**src/hdl/sbsa_ffz.sv**
```systemverilog
// ----------------------------------------------------------------------------
// Slab bitmap slot allocator find-first-zero
// Returns the lowest clear bit of a vector and whether one exists.
// ----------------------------------------------------------------------------
module sbsa_ffz #(
   parameter  int WIDTH = 64,
   localparam int IDX_W = (WIDTH > 1) ? $clog2(WIDTH) : 1
) (
   input  logic [WIDTH-1:0] bits,
   output logic             found,
   output logic [IDX_W-1:0] index
);

   always_comb begin
      found = 1'b0;
      index = '0;
      for (int i = WIDTH - 1; i >= 0; i--) begin
         if (!bits[i]) begin
            found = 1'b1;
            index = IDX_W'(i);
         end
      end
   end

endmodule

```
**config.mk**
```make
export PLATFORM = sky130hd
export DESIGN_NAME = sbsa_ffz
export DESIGN_NICKNAME = d
export VERILOG_FILES = /design/src/hdl/sbsa_ffz.sv
export SDC_FILE = /design/constraint.sdc
export NUM_CORES = 1
export LEC_CHECK = 0
export BUFFER_PORTS_ARGS = -buffer_cell sky130_fd_sc_hd__buf_4
export CAP_MARGIN = 0
export CORE_AREA = 10 10 59 61
export DETAILED_ROUTE_END_ITERATION = 8
export DIE_AREA = 0 0 69 71
export PLACE_DENSITY = 0.85
export SYNTH_ARGS = -nofsm -noshare
export SYNTH_HDL_FRONTEND = slang
export SYNTH_SLANG_ARGS = --single-unit
export TNS_END_PERCENT = 30
```
**constraint.sdc**
```tcl
create_clock -name vclk -period 1.3
set_clock_uncertainty 0.05 [all_clocks]
set_input_delay 0.195 -clock vclk [all_inputs]
set_output_delay 0.195 -clock vclk [all_outputs]
set_load 0.02 [all_outputs]
```
==> metrics.yaml <==
status: "finished with violations"
violations: "setup timing"
hp-class: "in -> out"
start_util_pct: 34.3
crit_buf_inv: 2
max_freq_mhz: 613
hold_start: "bits[63]"
relSlewSlack_pct: 73.7
wl_per_cell_um: 14.1
endpoint_kind: "output port"
port-buffer-count: 71
num_vias: 1510
regArea_um2: 0
avgViaCountPerCell: 5.53
die_h_um: 71
grt_max_degree: 6
wl_mm: 3.85
power.density_mw_per_mm2: 236
critPathLaunch: "bits[32]"
leakagePower_nw: 0.793
finalSetupViolCount: 7
final_nets: 309
worstMarginPinSlew_ps: 393
yosysSeqAreaShare_pct: 0
ant_nets: 0
ys_types: 33
path_max_fanout: 3
hold_viol: 0
seq_cell_count: 0
fill_cells: 213
die_area_mm2: 0.00490
final-max-slew-violation-count: 0
synthCells: 144
netlist_top_cells_area: "nand2_1 11%, nand4_1 9.9%, a21oi_1 6.7%, o21ai_0 6.7%, nand3_1 6.1%"
startpoint_type: "input port"
crit_family: "compound AO/OA/AOI/OAI gates"
fin_util_pct: 73.3
syn_area_per_cell_um2: 5.68
ctsHoldBuffers: 0
cp.required_ps: 1050
grt_pass1_wl_mm: 6.42
drv_cap: 0
yosys_warnings: 0
num_rows: 18
finalNonFillerCells: 273
core_mm2: 0.00239
rsz0062_at_grt: "yes"
path_class: "in -> out"
synth_top_area_share_pct: 10.6
dp_slack_ps: -458
netlist_area_um2: 818
dpl.hpwl_mm: 3.42
gp_congestion: 0.848
dpl.cell_count: 273
synth.largest_area_cell: "nand2_1"
cpMaxStageDelayCell: "o41ai_4"
io_pins: 71
drc: 0
grtUsageTotal_pct: 14.4
arrival_ps: 1390
clkbuf_count: 0
first_pass_iters: 4
grt_pass1_vias: 1530
setup_slack_ps: -332
multiInputGateArea_um2: 893
layout-drive-gt1-share_pct: 48.6
area_growth_pct: 114
ir_drop_v: 0.000185
max_stage_delay_ps: 350
min_period_ps: 1630
antenna-diode-count: 0
overflow: 0
synth_fp_nets: 208
drtIter0Drc: 92
dieWidth_um: 69
grt_antenna_before_repair: 0
cp_cell_sequence: "buf_6 -> nand4_1 -> nor4_2 -> a21oi_2 -> o41ai_4 -> buf_4"
period_share_pct: 126
-- final timing paths --
check | end | slack [ps] | cells after the start
worst max-delay path | index[1] | -330 | 6
worst min-delay path | found | 820 | 5
-- timing repair --
item	4_1_cts	5_1_grt
endpoints found under the hold margin	0	0
setup buffers	0	0
gates resized for setup	15	12
pin swaps	4	5
endpoints found under the setup margin	7	7
-- where the power goes --
| group | internal (W) | switching (W) | leakage, nW |
|---|---|---|---|
| registers | 0 | 0 | 0 |
| logic | 0.000233 | 0.000180 | 0.793 |
| clock network | 0 | 0 | 0 |
-- layout make-up --
type / instances / area share [%]
timing repair buffer: 99 / 44.2
tap: 30 / 2.15
multi-input combinational: 132 / 51.1
inverter: 12 / 2.58
-- per-layer routing --
layer	global-route usage, %	vias up	wire (µm)
met5	0	-	0
met4	0	0	0
met3	4.46	0	378
met2	27.4	66	1960
met1	16.0	675	1520
li1	-	769	-
-- synth_stat cells (2+ instances only) --
| cell | number |
|---|---|
| inv_1 | 12 |
| a2111oi_0 | 2 |
| nand2b_1 | 4 |
| o21ai_0 | 11 |
| nor2b_1 | 5 |
| nor2_1 | 7 |
| a21oi_1 | 11 |
| a211oi_1 | 2 |
| o211ai_1 | 3 |
| nor3_1 | 6 |
| nand4_1 | 13 |
| a31oi_1 | 5 |
| nand3_1 | 10 |
| o31ai_1 | 2 |
| and4_1 | 3 |
| nor4_1 | 3 |
| a311oi_1 | 2 |
| and3_1 | 3 |
| nand2_1 | 23 |
| a21boi_0 | 4 |
-- worst min-delay path, cell delays in order --
cell and delay (ps):
buf_6 100, nand4_1 100, nor3_1 70, nand3_1 60, buf_4 140
-- kinds of logic after synthesis --
group | after synthesis | synth area share, %
buffers and inverters | 12 | 5.50
AOI/OAI and AO/OA | 51 | 42.4
and+or+nand+nor | 81 | 52.1
-- layout by cell type (no fill, tap or decap), types with 2 or more instances in the layout --
cell type / instances
o21ai_1: 2
nand2_1: 21
and3_1: 3
nor3_1: 6
nand2b_1: 4
a21oi_2: 2
and4_1: 3
nand2_2: 2
nor2_1: 7
a21boi_0: 2
a21oi_1: 8
nand3_1: 10
nand4_1: 13
a2111oi_2: 2
inv_1: 12
nor2b_1: 5
o21ai_0: 8
o31ai_2: 2
buf_4: 91
o211ai_1: 3
a31oi_1: 4
buf_6: 8
-- per-stage QoR --
| step | hold slack (ps) | power (W) | TNS [ps] | cell area, µm² |
|---|---|---|---|---|
| floorplan | 522 | 0.000105 | -657 | 878 |
| global placement | 823 | 0.000380 | -2230 | 1660 |
| detailed placement | 824 | 0.000386 | -2340 | 1660 |
| CTS | 825 | 0.000398 | -2040 | 1710 |
| global route | 864 | 0.000452 | -2740 | 1750 |
| finish | 819 | 0.000413 | -1930 | 1750 |
No activity file was read; power rests on OpenSTA's default activity.
