--- src/hdl/sbsa_pkg.sv ---
// ----------------------------------------------------------------------------
// Slab bitmap slot allocator package
// Field widths, reset values, codes and the shared ALU request and response.
// ----------------------------------------------------------------------------
package sbsa_pkg;

   localparam int ADDR_W      = 57;
   localparam int STATUS_W    = 2;
   localparam int BIDX_W      = 12;
   localparam int FREE_W      = 13;
   localparam int CSR_IDX_W   = 2;
   localparam int CSR_DATA_W  = 57;
   localparam int SIZE_LOG2_W = 5;
   localparam int COUNT_W     = 13;
   localparam int BACK_LOG2_W = 6;
   localparam int DATA_W      = 64;
   localparam int SHAMT_W     = 6;
   localparam int ROW_W       = 64;
   localparam int ROW_BIT_W   = 6;
   localparam int SUMMARY_W   = 64;

   localparam logic [ADDR_W-1:0]      WINDOW_BASE_RST = '0;
   localparam logic [SIZE_LOG2_W-1:0] SLOT_SIZE_RST   = 5'd9;
   localparam logic [COUNT_W-1:0]     SLOT_COUNT_RST  = 13'd4096;
   localparam logic [BACK_LOG2_W-1:0] BACKING_RST     = 6'd21;

   typedef enum logic [STATUS_W-1:0] {
      STATUS_OK      = 2'd0,
      STATUS_FULL    = 2'd1,
      STATUS_OUTSIDE = 2'd2,
      STATUS_DOUBLE  = 2'd3
   } status_type;

   typedef enum logic [CSR_IDX_W-1:0] {
      CSR_WINDOW_BASE    = 2'd0,
      CSR_SLOT_SIZE_LOG2 = 2'd1,
      CSR_SLOT_COUNT     = 2'd2,
      CSR_BACKING_LOG2   = 2'd3
   } csr_index_type;

   typedef enum logic [1:0] {
      ALU_ADD = 2'd0,
      ALU_SUB = 2'd1,
      ALU_SHL = 2'd2,
      ALU_SHR = 2'd3
   } alu_op_type;

   typedef struct packed {
      alu_op_type        op;
      logic [DATA_W-1:0] a;
      logic [DATA_W-1:0] b;
   } alu_req_type;

   typedef struct packed {
      logic [DATA_W-1:0] result;
      logic              borrow;
   } alu_rsp_type;

endpackage

--- src/hdl/sbsa_alu.sv ---
// ----------------------------------------------------------------------------
// Slab bitmap slot allocator shared ALU
// 64-bit add, subtract with borrow, and left and right shift.
// ----------------------------------------------------------------------------
module sbsa_alu (
   input  sbsa_pkg::alu_req_type alu_req,
   output sbsa_pkg::alu_rsp_type alu_rsp
);

   localparam int DW = sbsa_pkg::DATA_W;

   logic [DW:0] diff;

   assign diff = {1'b0, alu_req.a} - {1'b0, alu_req.b};

   always_comb begin
      alu_rsp.borrow = 1'b0;
      unique case (alu_req.op)
         sbsa_pkg::ALU_ADD: begin
            alu_rsp.result = alu_req.a + alu_req.b;
         end
         sbsa_pkg::ALU_SUB: begin
            alu_rsp.result = diff[DW-1:0];
            alu_rsp.borrow = diff[DW];
         end
         sbsa_pkg::ALU_SHL: begin
            alu_rsp.result = alu_req.a << alu_req.b[sbsa_pkg::SHAMT_W-1:0];
         end
         sbsa_pkg::ALU_SHR: begin
            alu_rsp.result = alu_req.a >> alu_req.b[sbsa_pkg::SHAMT_W-1:0];
         end
         default: begin
            alu_rsp.result = '0;
         end
      endcase
   end

endmodule

--- config.mk ---
export PLATFORM = sky130hd
export DESIGN_NAME = sbsa_alu
export DESIGN_NICKNAME = d
export VERILOG_FILES = /design/src/hdl/sbsa_pkg.sv /design/src/hdl/sbsa_alu.sv
export SDC_FILE = /design/constraint.sdc
export NUM_CORES = 1
export LEC_CHECK = 0
export ABC_AREA = 0
export BUFFER_PORTS_ARGS = -buffer_cell sky130_fd_sc_hd__buf_2
export CAP_MARGIN = 20
export CORE_AREA = 8 8 212 214
export DETAILED_ROUTE_END_ITERATION = 16
export DIE_AREA = 0 0 220 222
export GPL_TIMING_DRIVEN = 0
export REMOVE_ABC_BUFFERS = 1
export SYNTH_ARGS = -nofsm -noshare
export SYNTH_HDL_FRONTEND = slang
export SYNTH_SLANG_ARGS = --single-unit
--- constraint.sdc ---
create_clock -name vclk -period 9.39
set_clock_uncertainty 0.05 [all_clocks]
set_input_delay 0.939 -clock vclk [all_inputs]
set_output_delay 0.939 -clock vclk [all_outputs]
set_load 0.01 [all_outputs]
==> flow_summary_export.csv <==
group,metric,value,unit
sta,maxSlewHeadroom,28.25,%
floorplan,die_w,220,um
power,p_total,1.360,mW
cells_and_area,finalNetCount,2774,
critical_path,crit_path_end_kind,"output port",
flow_run,maxCapViolations,0,
critical_path,startpoint_type,"input port",
routing,drtIter0Drc,2405,
global_routing,antenna_found_initial,1,
floorplan,rows,75,
logic_synthesis,synth_top_area_share,9.813,%
global_routing,track_usage,33.10,%
floorplan,io_pins,195,
routing,drt-pass1-iter-count,7,
placed_design,place_inst,3049,
logic_synthesis,yosysMostFrequentCell,"nor2_1",
sta,tns,0,ns
critical_path,worstPathRequired,8.40,ns
power,cellPowerDensity,76.85,nW/um2
power,peakVddDrop,0.03963,mV
placed_design,hpwl,68570,um
sta,fin_crit_sh,77.53,%
routing,vias,20594,
cells_and_area,layout-drive-gt1-share,15.37,%
global_routing,grt_max_degree,91,
cells_and_area,clkbuf_count,0,
sta,maxSlewViolCount,0,
sta,rsz0062_at_grt,"false",
sta,hold_violations,0,
cells_and_area,diodes,0,
logic_synthesis,synthTopCellsByCount,"321 x nor2_1, 259 x a21oi_1, 227 x nand2_1",
floorplan,design.die.area,48840,um2
clock_tree,cts_resized,0,
routing,vias_per_cell,6.752,
clock_tree,holdBufCountCts,0,
logic_synthesis,ys_warn_count,0,
routing,drc,0,
clock_tree,post_cts.repair.setup_buffers,0,
critical_path,worstPathArrival,6.29,ns
cells_and_area,final_area,17690,um2
routing,postRouteAntennaNets,0,
cells_and_area,final_cells,3050,
logic_synthesis,synth_cell_types,97,
critical_path,critPathMaxFanout,79,
global_routing,gr-total-overflow,0,
critical_path,max_stage_delay,0.67,ns
logic_synthesis,syn_inst,2489,
sta,finalSetupViolCount,0,
floorplan,fp.coreArea,41480,um2
global_routing,grt_pass1_wl,126200,um
routing,totalWireLength,85980,um
routing,wire_per_inst,28.19,um
placed_design,place_ws,2.266,ns
critical_path,cp_common_cell,"a21oi_1",
sta,setup_ws,2.110,ns
logic_synthesis,netlist_area,16450,um2
critical_path,path_class,"input port to output port",
hold_path,hp-class,"input port to output port",
logic_synthesis,yosysSeqAreaShare,0,%
critical_path,cp_cell_sequence,"buf_4, inv_4, ha_1, o21ai_1, a21oi_1, o211a_1, o211a_1, o211ai_1, a21oi_1, a311o_1, a21oi_1, xnor2_1, o221ai_1, buf_2",
cells_and_area,final-seq-area,0,um2
power,p_leak,7.590,nW
cells_and_area,flops_and_latches,0,
placed_design,placed_area,17680,um2
logic_synthesis,avgSynthCellArea,6.608,um2
run_status,outcome,"finished clean",
placed_design,io_buffers,195,
placed_design,gp_congestion,0.9902,
logic_synthesis,synth.largest_area_cell,"ha_1",
floorplan,fp.dieH,222,um
critical_path,crit_slowest_cell,"buf_4",
global_routing,grt_pass1_vias,19625,
cells_and_area,syn_to_final_growth,7.561,%
sta,fmax,0.1374,GHz
logic_synthesis,synth_area_leaders,"ha_1 9.8%, mux2i_1 9.8%, mux4_2 8.4%, a21oi_1 7.9%, nor2_1 7.3%",
sta,worstMarginPinSlew,1.075,ns
floorplan,initial_core_util,39.66,%
sta,min_period,7.280,ns
==> final timing paths <==
path | slack [ns] | cells past startpoint | to | start
max | 2.11 | 14 | alu_rsp[55] | alu_req[3]
min | 2.19 | 3 | alu_rsp[45] | alu_req[129]
==> area by class of cell <==
cell class                      count  area (um2)
Timing Repair Buffer              216        1400
Inverter                          146       555.5
Tap cell                          539       674.4
Multi-Input combinational cell   2149       15060
Fill cell                        4462       23790
==> worst max-delay path: cells and delay by family <==
family                     cells  cell delay, ns
AOI/OAI and AO/OA              9            2.71
xor gates and xnor gates       1            0.44
adders and majority gates      1            0.65
buffers and inverters          3            1.49
==> placed cells by master, fill, tap and decap left out, drive strengths merged, types with 17 or more instances in the layout <==
| cell type | n |
|---|---|
| o22ai | 46 |
| a21oi | 265 |
| a211oi | 52 |
| nor2 | 322 |
| nand2b | 21 |
| xnor2 | 35 |
| nand3 | 47 |
| o21bai | 32 |
| o211ai | 26 |
| o21ai | 195 |
| a21o | 29 |
| nor4 | 26 |
| buf | 215 |
| o221ai | 17 |
| mux2i | 161 |
| inv | 141 |
| a221oi | 19 |
| nand4 | 24 |
| mux2 | 48 |
| nand2 | 227 |
| ha | 129 |
| nor2b | 27 |
| o31ai | 18 |
| mux4 | 61 |
| a31oi | 35 |
| nor3 | 53 |
==> power by group <==
| group | total, mW | internal, mW | leakage [nW] | switching (mW) |
|---|---|---|---|---|
| combinational | 1.36 | 0.464 | 7.59 | 0.895 |
| sequential | 0 | 0 | 0 | 0 |
| clock | 0 | 0 | 0 | 0 |
==> metal layers <==
metal  vias to the layer above  routed length (um)  global-route usage [%]
met5                         -                  13                       0
met4                         2                5476                   16.57
met3                       211                6793                   3.929
met2                      1083               38820                   53.61
met1                      9954               34880                   42.63
li1                       9344                   -                       -
==> stage by stage <==
step / hold slack [ns] / utilization, %
after global placement: 2.271 / 41.53
after CTS: 2.201 / 42.64
after floorplan: 1.882 / -
after detailed placement: 2.201 / 42.64
after global routing: 2.214 / 42.65
final: 2.190 / 42.65
==> cell families (layout without fill, tap and decap cells) <==
kind of cell | after synthesis | after routing | share of synthesized area (%)
buffers and inverters | 340 | 362 | 8.641
muxes | 270 | 270 | 21.44
AOI/OAI and AO/OA | 893 | 893 | 35.46
adders and majority gates | 131 | 131 | 10.06
and+or+nand+nor | 816 | 816 | 22.33
xor gates and xnor gates | 39 | 39 | 2.077
(Power assumes the default switching activity.)
