==> src/hdl/sbsa_pkg.sv <==
// ----------------------------------------------------------------------------
// Slab bitmap slot allocator package
// Field widths, reset values, codes and the shared ALU request and response.
// ----------------------------------------------------------------------------
package sbsa_pkg;

   localparam int ADDR_W      = 57;
   localparam int STATUS_W    = 2;
   localparam int BIDX_W      = 12;
   localparam int FREE_W      = 13;
   localparam int CSR_IDX_W   = 2;
   localparam int CSR_DATA_W  = 57;
   localparam int SIZE_LOG2_W = 5;
   localparam int COUNT_W     = 13;
   localparam int BACK_LOG2_W = 6;
   localparam int DATA_W      = 64;
   localparam int SHAMT_W     = 6;
   localparam int ROW_W       = 64;
   localparam int ROW_BIT_W   = 6;
   localparam int SUMMARY_W   = 64;

   localparam logic [ADDR_W-1:0]      WINDOW_BASE_RST = '0;
   localparam logic [SIZE_LOG2_W-1:0] SLOT_SIZE_RST   = 5'd9;
   localparam logic [COUNT_W-1:0]     SLOT_COUNT_RST  = 13'd4096;
   localparam logic [BACK_LOG2_W-1:0] BACKING_RST     = 6'd21;

   typedef enum logic [STATUS_W-1:0] {
      STATUS_OK      = 2'd0,
      STATUS_FULL    = 2'd1,
      STATUS_OUTSIDE = 2'd2,
      STATUS_DOUBLE  = 2'd3
   } status_type;

   typedef enum logic [CSR_IDX_W-1:0] {
      CSR_WINDOW_BASE    = 2'd0,
      CSR_SLOT_SIZE_LOG2 = 2'd1,
      CSR_SLOT_COUNT     = 2'd2,
      CSR_BACKING_LOG2   = 2'd3
   } csr_index_type;

   typedef enum logic [1:0] {
      ALU_ADD = 2'd0,
      ALU_SUB = 2'd1,
      ALU_SHL = 2'd2,
      ALU_SHR = 2'd3
   } alu_op_type;

   typedef struct packed {
      alu_op_type        op;
      logic [DATA_W-1:0] a;
      logic [DATA_W-1:0] b;
   } alu_req_type;

   typedef struct packed {
      logic [DATA_W-1:0] result;
      logic              borrow;
   } alu_rsp_type;

endpackage

==> src/hdl/sbsa_bitmap.sv <==
// ----------------------------------------------------------------------------
// Slab bitmap slot allocator occupancy memory
// One write port and one registered read port over 64-bit bitmap rows.
// ----------------------------------------------------------------------------
module sbsa_bitmap #(
   parameter  int DEPTH = 64,
   localparam int AW    = (DEPTH > 1) ? $clog2(DEPTH) : 1
) (
   input  logic                         clock,
   input  logic                         wr_en,
   input  logic [AW-1:0]                wr_addr,
   input  logic [sbsa_pkg::ROW_W-1:0]   wr_data,
   input  logic [AW-1:0]                rd_addr,
   output logic [sbsa_pkg::ROW_W-1:0]   rd_data
);

   logic [sbsa_pkg::ROW_W-1:0] mem [DEPTH];
   logic [sbsa_pkg::ROW_W-1:0] rd_data_ff;

   always_ff @(posedge clock) begin
      if (wr_en) begin
         mem[wr_addr] <= wr_data;
      end
      rd_data_ff <= mem[rd_addr];
   end

   assign rd_data = rd_data_ff;

endmodule

==> config.mk <==
export PLATFORM = sky130hd
export DESIGN_NAME = sbsa_bitmap
export DESIGN_NICKNAME = d
export VERILOG_FILES = /design/src/hdl/sbsa_pkg.sv /design/src/hdl/sbsa_bitmap.sv
export SDC_FILE = /design/constraint.sdc
export NUM_CORES = 2
export LEC_CHECK = 0
export BUFFER_PORTS_ARGS = -buffer_cell sky130_fd_sc_hd__buf_2
export CORE_ASPECT_RATIO = 1.75
export CORE_MARGIN = 1.5
export CORE_UTILIZATION = 60
export DETAILED_ROUTE_END_ITERATION = 7
export PLACE_DENSITY = 0.76
export SYNTH_ARGS = -nofsm -noshare
export SYNTH_HDL_FRONTEND = slang
export SYNTH_SLANG_ARGS = --single-unit
==> constraint.sdc <==
create_clock -name clock -period 8.5 [get_ports clock]
set_clock_uncertainty 0.05 [all_clocks]
set_input_delay 0.85 -clock clock [delete_from_list [all_inputs] [get_ports clock]]
set_output_delay 0.85 -clock clock [all_outputs]
set_load 0.01 [all_outputs]
==> impl_metrics.toml <==
[outcome]
status = "finished, final reports clean"

[floorplan]
rows = 247
ioPinCount = 142
die_h_um = 678
die_area_um2 = 264000
core_um2 = 259000
die_x_um = 389
start_util_pct = 60.4

[synthesis]
ys_ff_latch = 4160
synth-edff-count = 4096
syn_inst = 6598
synthArstFlopShare_pct = 0
syn-num-nets = 6676
synth_top_area_share_pct = 78.7
synth_area_um2 = 156000
yosys_warnings = 0
synth_most_common_cell = "edfxtp_1"
yosysTopAreaCell = "edfxtp_1"
yosysSeqAreaShare_pct = 79.5
yosys-top-cells-area = "edfxtp_1 79%, mux4_2 15%, mux2i_1 0.86%, dfxtp_1 0.82%, a22oi_1 0.81%"
ys_types = 33
synth_common_cells = "4096 x edfxtp_1, 1024 x mux4_2, 170 x buf_2"
ys.flop_type = "edfxtp_1"
avgSynthCellArea_um2 = 23.7

[clock_tree]
cts_tree = "yes"
ctsHtreeMaxLevel = 5
cts.sinks = 4160
cts_setup_buffers = 0
path_clk_slew_ps = 60
hold_buffers = 0
ctsResizeCount = 0
clock_path_buffers = 4
numCtsBuffers = 352
cts_root_buf = "clkbuf_16"
insertion_delay_ps = 930

[critical_path]
crit_chain = "buf_2 > nor2b_1 > nand2_1 > nor2_4 > buf_4 > buf_4"
crit_cells = 6
reg2reg_depth = 5
worst-endpoint-required_ps = 9020
crit_path_top_delay_cell = "buf_4"
cp_max_fo = 33
crit_top_cell = "buf_4"
worstPathArrival_ps = 4170
r2r_end = "rd_data[48]"
endpoint_kind = "register"
crit_path_start_kind = "input pin"
path_class = "in2reg"
timing.reg2reg.setup_slack_ps = 6130
crit_buf_inv = 3
path_delay_family = "simple AND/OR/NAND/NOR gates"
worstReg2RegStart = "mem[10][48]"
slowest_delay_ps = 920

[timing]
finalSetupTns_ps = 0
fin_crit_sh_pct = 43.0
setup_slack_ps = 4850
hold_viol_final = 0
min_period_ps = 3650
maxSlewHeadroom_pct = 13.5
finalSetupViolCount = 0
fmax_mhz = 274
slew_violations = 0
tightest_slew_ps = 1300
rsz0062_at_grt = "false"

[global_routing]
grt_pass1_wl_um = 595000
gr-total-overflow = 0
grt_max_degree = 141
antenna_found_initial = 45
grt_usage_pct = 32.7
grt_pass1_vias = 78320

[routing]
routed_wl_um = 426000
routedWlPerCell_um = 40.3
num_vias = 76611
first_iter_violations = 11355
viasPerCell = 7.25
drt_pass1_iterations = 8
antenna_left = 0
route.detailed.drc = 0

[placed_design]
dpl-instance-area_um2 = 162000
gp_congestion = 0.817
dp_hpwl_um = 222000
port_buffers = 141
dp_worst_setup_slack_ps = 3970

[worst_hold_path]
hp-start = "wr_data[24]"
min_to = "mem[30][24]"
hp-class = "in2reg"
hold_depth = 1

[layout]
fill_cells = 15211
area_delta_synth_final_pct = 10.9
final_core_utilization_pct = 67.0
final_nets = 6984
regArea_um2 = 124000
fin_area_um2 = 173000
multiInputGateArea_um2 = 30800
layout-drive-gt1-share_pct = 27.5

[job]
max-cap-violations = 0

[pwr]
p_per_area_nw_per_um2 = 238
power_leakage_uw = 0.0539
ir_drop_mv = 0.211
-- flip-flops by register name (all words and copies together), names as in the netlist --
register and count:
mem 4096, rd_data 64
-- metal layers --
metal,wire (um),track usage [%],up-vias
met4,28100,17.6,22
met1,133000,39.9,40297
met2,216000,54.9,5899
li1,-,-,28996
met5,158,0,-
met3,49300,6.96,1397
-- report_power, final --
part	internal (uW)	total [uW]	switching (uW)
clock network	9210	16500	7290
logic	694	1900	1210
registers	22700	22800	112
total	32600	41200	8610
-- worst reg2reg max path, stage by stage, from the launching register on --
cell,delay (ps)
edfxtp_1,380
mux4_2,480
nor2b_1,150
a211oi_1,710
o22ai_1,280
and3_1,230
-- how the worst max path moves through the flow --
stage / slack [ps] / to / from
after floorplan: 2160 / mem[48][0] / wr_addr[3]
after global placement: 4000 / rd_data[6] / rd_addr[0]
after detailed placement: 3970 / rd_data[39] / rd_addr[0]
after CTS: 4900 / rd_data[6] / rd_addr[0]
after global routing: 4570 / rd_data[6] / rd_addr[0]
final: 4850 / mem[16][3] / wr_en
-- kinds of logic (layout without fill, tap and decap cells) --
family                 after synthesis  after routing  synth area share (%)
flip-flops                        4160           4160                  79.5
multiplexers                      1159           1159                  15.6
AO/OA/AOI/OAI                      504            504                  2.48
buffers and inverters              389            985                  1.18
AND/OR/NAND/NOR                    386            386                  1.24
other                                0             19                     0
-- cell type report --
class,count,area share (%)
Clock inverter,195,1.21
Multi-Input combinational cell,2049,17.7
Tap cell,3361,2.42
Antenna cell,19,0.0274
Inverter,19,0.0411
Sequential cell,4160,71.7
Timing Repair Buffer,324,1.38
Clock buffer,447,5.50
-- through the flow --
stage / cells / total power, uW / hold slack (ps)
2_1_floorplan: 6598 / 24300 / 738
3_3_place_gp: 9913 / 25100 / 780
3_5_place_dp: 9913 / 25100 / 801
4_1_cts: 10555 / 41300 / 539
5_1_grt: 10562 / 42100 / 626
6_report: 10574 / 41200 / 586
-- layout by cell type, fill, tap and decap left out, types with 19 or more instances in the layout --
cell type   synthesis  routed
edfxtp_1         4096    4096
mux4_2           1024    1024
clkbuf_16           0     363
a22oi_1           168     168
buf_4              34     161
buf_2             170     138
mux2i_1           135     135
a22o_1             88      88
o22ai_1            83      83
clkbuf_1          140      70
nor2_4              0      64
and3_1             64      64
dfxtp_1            64      64
a211oi_1           63      62
clkinv_2            0      62
nand2_1            58      55
clkinv_1            0      53
nor2_1            112      47
nand3_1            45      45
bufinv_16           0      40
o221ai_1           38      38
or3_1              29      29
or2_2              28      28
a41oi_1            26      26
nor2b_1            28      24
buf_12              0      23
clkinvlp_4          0      20
diode_2             0      19
inv_1              19      19
a2bb2oi_1          19      19
No activity file was read; power rests on OpenSTA's default activity.
